### config.mk
export PLATFORM = sky130hd
export DESIGN_NAME = tcs_div_chain
export DESIGN_NICKNAME = d
export VERILOG_FILES = /design/src/sv/tcs_pkg.sv /design/src/sv/tcs_div_cell.sv /design/src/sv/tcs_div_chain.sv
export SDC_FILE = /design/constraint.sdc
export NUM_CORES = 2
export LEC_CHECK = 0
export BUFFER_PORTS_ARGS = -buffer_cell sky130_fd_sc_hd__buf_2
export CAP_MARGIN = 10
export CORE_MARGIN = 4
export CORE_UTILIZATION = 32
export DETAILED_ROUTE_END_ITERATION = 12
export PLACE_DENSITY_LB_ADDON = 0.3
export SLEW_MARGIN = 20
export SYNTH_ARGS = -nofsm -noshare
export SYNTH_HDL_FRONTEND = slang
export SYNTH_SLANG_ARGS = --single-unit
### constraint.sdc
create_clock -name i_clk -period 7 [get_ports i_clk]
set_clock_uncertainty 0.1 [all_clocks]
set_input_delay 2.1 -clock i_clk [delete_from_list [all_inputs] [get_ports i_clk]]
set_output_delay 2.1 -clock i_clk [all_outputs]
set_load 0.05 [all_outputs]
### src/sv/tcs_pkg.sv
// Package for the triangle column span block.
// Shared widths and parameter defaults; no dependencies.
package tcs_pkg;

    localparam int COORD_FRAC_BITS_DEF = 4;
    localparam int COORD_INT_BITS_DEF  = 12;
    localparam int SLOPE_FRAC_BITS_DEF = 16;

    localparam int VTX_W = 16;
    localparam int COL_W = 12;
    localparam int ROW_W = 12;
    localparam int CLR_W = 8;

endpackage

### src/sv/tcs_div_cell.sv
// One restoring-division cell: produces one quotient bit per cycle.
// Depends on nothing; chained by tcs_div_chain.
module tcs_div_cell #(
    parameter int NW = 33,
    parameter int DW = 16
) (
    input  logic          i_clk,
    input  logic [DW-1:0] i_rem,
    input  logic [NW-1:0] i_num,
    input  logic [NW-1:0] i_quo,
    input  logic [DW-1:0] i_den,
    input  logic          i_neg,
    output logic [DW-1:0] o_rem,
    output logic [NW-1:0] o_num,
    output logic [NW-1:0] o_quo,
    output logic [DW-1:0] o_den,
    output logic          o_neg
);

    logic [DW:0]   trial;
    logic [DW:0]   diff;
    logic          ge;
    logic [DW-1:0] n_rem;
    logic [NW-1:0] n_num;
    logic [NW-1:0] n_quo;
    logic [DW-1:0] r_rem;
    logic [NW-1:0] r_num;
    logic [NW-1:0] r_quo;
    logic [DW-1:0] r_den;
    logic          r_neg;

    always_comb begin
        trial = {i_rem, i_num[NW-1]};
        ge    = (trial >= {1'b0, i_den});
        diff  = trial - {1'b0, i_den};
        n_rem = ge ? diff[DW-1:0] : trial[DW-1:0];
        n_num = {i_num[NW-2:0], 1'b0};
        n_quo = {i_quo[NW-2:0], ge};
    end

    always_ff @(posedge i_clk) begin
        r_rem <= n_rem;
        r_num <= n_num;
        r_quo <= n_quo;
        r_den <= i_den;
        r_neg <= i_neg;
    end

    assign o_rem = r_rem;
    assign o_num = r_num;
    assign o_quo = r_quo;
    assign o_den = r_den;
    assign o_neg = r_neg;

endmodule

### src/sv/tcs_div_chain.sv
// Pipelined floor divider built from a row of tcs_div_cell.
// Takes a magnitude already biased for floor rounding; depends on tcs_pkg.
module tcs_div_chain
    import tcs_pkg::*;
#(
    parameter int NW = 33
) (
    input  logic                i_clk,
    input  logic [NW-1:0]       i_num,
    input  logic [VTX_W-1:0]    i_den,
    input  logic                i_neg,
    output logic signed [NW:0]  o_quo
);

    logic [VTX_W-1:0] w_rem [0:NW];
    logic [NW-1:0]    w_num [0:NW];
    logic [NW-1:0]    w_quo [0:NW];
    logic [VTX_W-1:0] w_den [0:NW];
    logic             w_neg [0:NW];

    assign w_rem[0] = '0;
    assign w_num[0] = i_num;
    assign w_quo[0] = '0;
    assign w_den[0] = i_den;
    assign w_neg[0] = i_neg;

    for (genvar k = 0; k < NW; k++) begin : g_cell
        tcs_div_cell #(
            .NW (NW),
            .DW (VTX_W)
        ) u_cell (
            .i_clk (i_clk),
            .i_rem (w_rem[k]),
            .i_num (w_num[k]),
            .i_quo (w_quo[k]),
            .i_den (w_den[k]),
            .i_neg (w_neg[k]),
            .o_rem (w_rem[k+1]),
            .o_num (w_num[k+1]),
            .o_quo (w_quo[k+1]),
            .o_den (w_den[k+1]),
            .o_neg (w_neg[k+1])
        );
    end

    assign o_quo = w_neg[NW] ? -$signed({1'b0, w_quo[NW]}) : $signed({1'b0, w_quo[NW]});

endmodule
Yosys cells after proc, flatten, opt, wreduce, memory -nomap -nowiden:

Index checks and enable logic that the tools add are counted.

* bits in registers: 2146
* word-level logic and storage cells: 262

* add/sub/neg operators: 33
* $lt $le $gt $ge: 33
* multiplexer cells: 33

Operators with widths (count)
* $ge 17x16->1: 32
* $mux 16: 31
* $sub 16x16->16: 31
* $mux 34: 1
* $neg 33->34: 1
* $ge 1x16->1: 1
* $sub 1x16->16: 1
* $mux 1: 1

Longest topological paths before layout:

* word-level depth: 2
* gate-level depth with buffers: 13
* depth with buffers taken out: 11

By module:

A second synthesis with hierarchy kept.

* cells, all modules: 8552
* area total of the unflattened synthesis: 104621.6 µm²

Modules (own cells, without submodules)
* tcs_div_cell at g_cell[15].u_cell ...: times used 21, cells each 255, area an instance 3118.0 µm²
* tcs_div_cell at g_cell[0].u_cell ...: times used 10, cells each 257, area an instance 3203.1 µm²
* tcs_div_cell at g_cell[14].u_cell: times used 1, cells each 259, area an instance 3191.8 µm²
* tcs_div_cell at g_cell[23].u_cell: times used 1, cells each 260, area an instance 3126.7 µm²
* tcs_div_chain: times used 1, cells each 108, area an instance 794.5 µm²

Worst setup path after synthesis:

Ideal clock, no wire load.

* kind: register to output
* from: register g_cell[32].u_cell.r_quo[8]
* to: output o_quo[30]
* arrival time: 2.972 ns
* required time: 4.800 ns
* setup slack: 1.828 ns
* stages on the path, launching flop included: 8
* cell sequence: dfxtp_1 or4_4 or3_4 or3_4 or3_4 or3_4 o31ai_1 xnor2_1

* longest elaborated chain between the ends: 2

RTL lines
* from (decl): RTL line tcs_div_cell.sv:28 `logic [NW-1:0] r_quo;`
* from (signal assigned): RTL line tcs_div_cell.sv:44 `r_quo <= n_quo;`
* $neg 33->34: RTL line tcs_div_chain.sv:46 `assign o_quo = w_neg[NW] ? -$signed({1'b0, w_quo[NW]}) : $signed({1'b0, w_quo[NW]});`
* $mux 34: RTL line tcs_div_chain.sv:46
* to (decl): RTL line tcs_div_chain.sv:12 `output logic signed [NW:0] o_quo`

Every way passes these cells.

Worst setup path after layout:

* from: register g_cell[32].u_cell.r_quo[8]
* to: output o_quo[31]

Same word-level chain as after synthesis.

==> impl_metrics.csv <==
group,metric,value,unit
outcome,status,"complete, no violations",
synth,syn_inst,6705,
route,first_pass_iters,5,
setup_path,crit_type,"reg -> out",
synth,yosys.area.top_type_share,58.6,%
setup_path,crit_path_end_kind,"output pin",
power,finalPower,39200,µW
clock_tree,ctsResizeCount,0,
sta,holdWs,0.154,ns
cells_and_area,antenna_cells,0,
power,irDropWorstVdd,0.000275,V
setup_path,crit_path_start_kind,"flop",
route,antenna_left,0,
synth,syn-cell-area,0.0734,mm²
setup_path,setup.worst_path.start,"g_cell[32].u_cell.o_quo[8]",
synth,synth_top_cell_by_area,"dfxtp_1",
clock_tree,root_buffer,"clkbuf_16",
floorplanning,fp.dieH,487,µm
synth,syn-num-nets,7302,
cells_and_area,finalNetCount,7549,
route,wl_per_cell,14.0,µm
floorplanning,start_util,32.2,%
sta,timing.final.ws_setup,0.897,ns
synth,async_flop_share,0,%
clock_tree,cts_setup_buffers,0,
synth,ys_top_cells_by_area,"dfxtp_1 59%, ha_1 8.8%, inv_1 3.4%",
synth,synth_seq_area_share,58.6,%
power,sw_frac_of_total,31.1,%
setup_path,arrival,3.90,ns
setup_path,cp_slowest_cell,"or4_4",
synth,synth.avg_cell_area,10.9,µm²
sta,setup_tns,0,ns
sta,slew_violations,0,
worst_hold_path,hold_path.class,"reg -> reg",
global_route,grt_pass1_vias,45317,
place,place_area,0.0775,mm²
floorplanning,io_pins,85,
place,io_buffers,84,
sta,setup_viol,0,
clock_tree,cts.clk_slew.worst_paths,0.06,ns
clock_tree,htreeDepth,4,
cells_and_area,fillCellCount,22223,
route,vias_per_cell,4.44,
clock_tree,worstSkewPairLatency,0.86,ns
setup_path,path_max_fanout,5,
setup_path,crit_required,4.80,ns
clock_tree,cts_buffer_depth,3,
power,p_comb_share,28.3,%
setup_path,crit_chain,"or4_4 -> or3_4 -> or3_4 -> or3_4 -> or3_4 -> o41ai_2 -> xnor2_1 -> buf_2",
floorplanning,coreArea,0.228,mm²
flow_run,maxCapViolations,0,
synth,synth_enable_flop_cells,0,
floorplanning,rows,175,
sta,finalCriticalPeriod,6.10,ns
sta,slew_headroom,26.9,%
clock_tree,cts_tree,"done",
synth,ys_types,73,
power,p_int,27000,µW
setup_path,cpMostUsedCell,"or3_4",
sta,timing.fmax,164,MHz
power,p_leak,0.0388,µW
sta,finalCritPeriodShare,87.2,%
setup_path,slowest_delay,0.53,ns
power,seqPwrFrac,39.7,%
worst_hold_path,hold_start,"g_cell[10].u_cell.o_quo[3]",
place,dp_hpwl,105000,µm
power,pwr-share-clk,32.0,%
cells_and_area,postLayoutCellArea,0.0856,mm²
clock_tree,cts_buffers,220,
global_route,grt_pass1_wl,232000,µm
global_route,overflow,0,
route,drt_iter0_drc,2057,
sta,rsz0062_at_grt,"no",
floorplanning,die_w,487,µm
route,drc,0,
synth,ys_ff_latch,2146,
clock_tree,hold_buffers,0,
synth,ys_warn_count,0,
place,pre_cts_ws,1.77,ns
power,netSwitchingPower,12200,µW
cells_and_area,area_growth,16.7,%
route,vias,45108,
sta,hold_viol_final,0,
global_route,grtUsageTotal,11.9,%
global_route,grt_max_degree,35,
synth,synth-main-ff-cell,"dfxtp_1",
sta,tightest_slew,1.10,ns
floorplanning,die_area,0.237,mm²
setup_path,r2r-start,"g_cell[12].u_cell.o_den[1]",
clock_tree,clock-sinks,2146,
cells_and_area,multiInputGateArea,0.0277,mm²
route,wirelength,142000,µm
cells_and_area,drive_gt1_share,9.91,%
cells_and_area,regArea,0.0430,mm²
global_route,antenna_found_initial,5,
power,power_density,458,mW/mm²
place,gp_congestion,0.849,
-- worst max-delay path: cells and delay by family (launching register included) --
| family | cells | cell delay (ns) |
|---|---|---|
| compound gates | 1 | 0.23 |
| xor+xnor | 1 | 0.17 |
| buf+inv | 1 | 0.29 |
| flops | 1 | 0.34 |
| simple gates | 5 | 2.01 |
-- final timing paths --
| check | depth (start not counted) | to | slack, ns |
|---|---|---|---|
| worst max-delay path | 8 | o_quo[31] | 0.90 |
| worst min-delay path | 0 | g_cell[11].u_cell.o_quo[4] | 0.15 |
| worst max register to register | 10 | g_cell[13].u_cell.o_rem[3] | 3.33 |
| worst min register to register | 0 | g_cell[11].u_cell.o_quo[4] | 0.15 |
-- metal layers --
layer  global-route usage [%]  routed length (µm)  share of wire [%]
met5                        0                   0                  0
met4                     4.54                4600                3.2
met3                     2.06                5400                3.8
met2                     20.4               66600                 47
met1                     15.0               65300                 46
-- layout make-up --
class | instances | share of cell area (%)
Sequential cell | 2146 | 50.2
Multi-Input combinational cell | 3806 | 32.3
Clock buffer | 280 | 7.17
Tap cell | 3009 | 4.40
Inverter | 667 | 2.92
Clock inverter | 131 | 2.29
Timing Repair Buffer | 111 | 0.741
-- synth_stat cells, types with 93 or more instances --
cell type  count
a21o_1       223
a21oi_1      306
dfxtp_1     2146
ha_1         515
inv_1        667
mux2_2       169
nand2_1      449
nand2b_1     102
nor2_1       235
nor2b_1       93
o21a_1       102
o21ai_0      476
xnor2_1      226
xor2_1       175
-- cells by family (layout without fill, tap and decap cells) --
kind of cell | Yosys count | in the layout | synth area share (%)
muxes | 194 | 194 | 2.94
DFF | 2146 | 2146 | 58.6
xor gates and xnor gates | 401 | 401 | 4.79
buffers and inverters | 753 | 1189 | 3.86
AOI/OAI and AO/OA | 1417 | 1417 | 11.9
adders and majority gates | 546 | 546 | 9.63
and+or+nand+nor | 1248 | 1248 | 8.30
-- flip-flops by register name, indices dropped and copies added (netlist names) --
signal and flops:
g_cell.u_cell.o_quo 561, g_cell.u_cell.o_num 528, g_cell.u_cell.o_den 512, g_cell.u_cell.o_rem 512
g_cell.u_cell.o_neg 33
-- metrics by stage --
stage	instances	util (%)
finish	10150	37.6
global route	10150	37.6
CTS	10147	37.6
detailed placement	9736	34.0
global placement	9735	34.0
floorplan	6705	-
-- cell usage in the layout (no fill, tap or decap), types with 13 or more instances in the layout --
| cell | count |
|---|---|
| nor4b_1 | 13 |
| nor2_1 | 235 |
| o21ai_0 | 476 |
| nand4_1 | 59 |
| nand3_1 | 61 |
| a21oi_1 | 303 |
| bufinv_16 | 36 |
| clkbuf_16 | 221 |
| nand2_1 | 449 |
| clkinvlp_4 | 15 |
| and3_1 | 32 |
| a21boi_0 | 28 |
| fa_1 | 31 |
| inv_1 | 667 |
| a31oi_1 | 82 |
| xnor2_1 | 226 |
| o31ai_1 | 38 |
| nand2b_1 | 102 |
| and4_1 | 25 |
| a21o_1 | 223 |
| nor2b_1 | 93 |
| nor3_1 | 90 |
| mux2i_1 | 25 |
| mux2_2 | 169 |
| a211oi_1 | 39 |
| clkbuf_1 | 20 |
| clkbuf_8 | 39 |
| ha_1 | 515 |
| nor4_1 | 27 |
| xor2_1 | 175 |
| clkinv_2 | 48 |
| o21a_1 | 102 |
| buf_2 | 84 |
| dfxtp_1 | 2146 |
| buf_4 | 24 |
-- power by group through the flow --
stage / Combinational [µW] / Clock (µW) / Sequential, µW
2_1_floorplan: 8750 / 0 / 15300
3_3_place_gp: 10900 / 0 / 15800
3_5_place_dp: 11000 / 0 / 15900
4_1_cts: 11100 / 13100 / 15600
5_1_grt: 12500 / 13500 / 15800
6_report: 11100 / 12600 / 15500
Note: power is estimated with default switching activity, not from simulation.
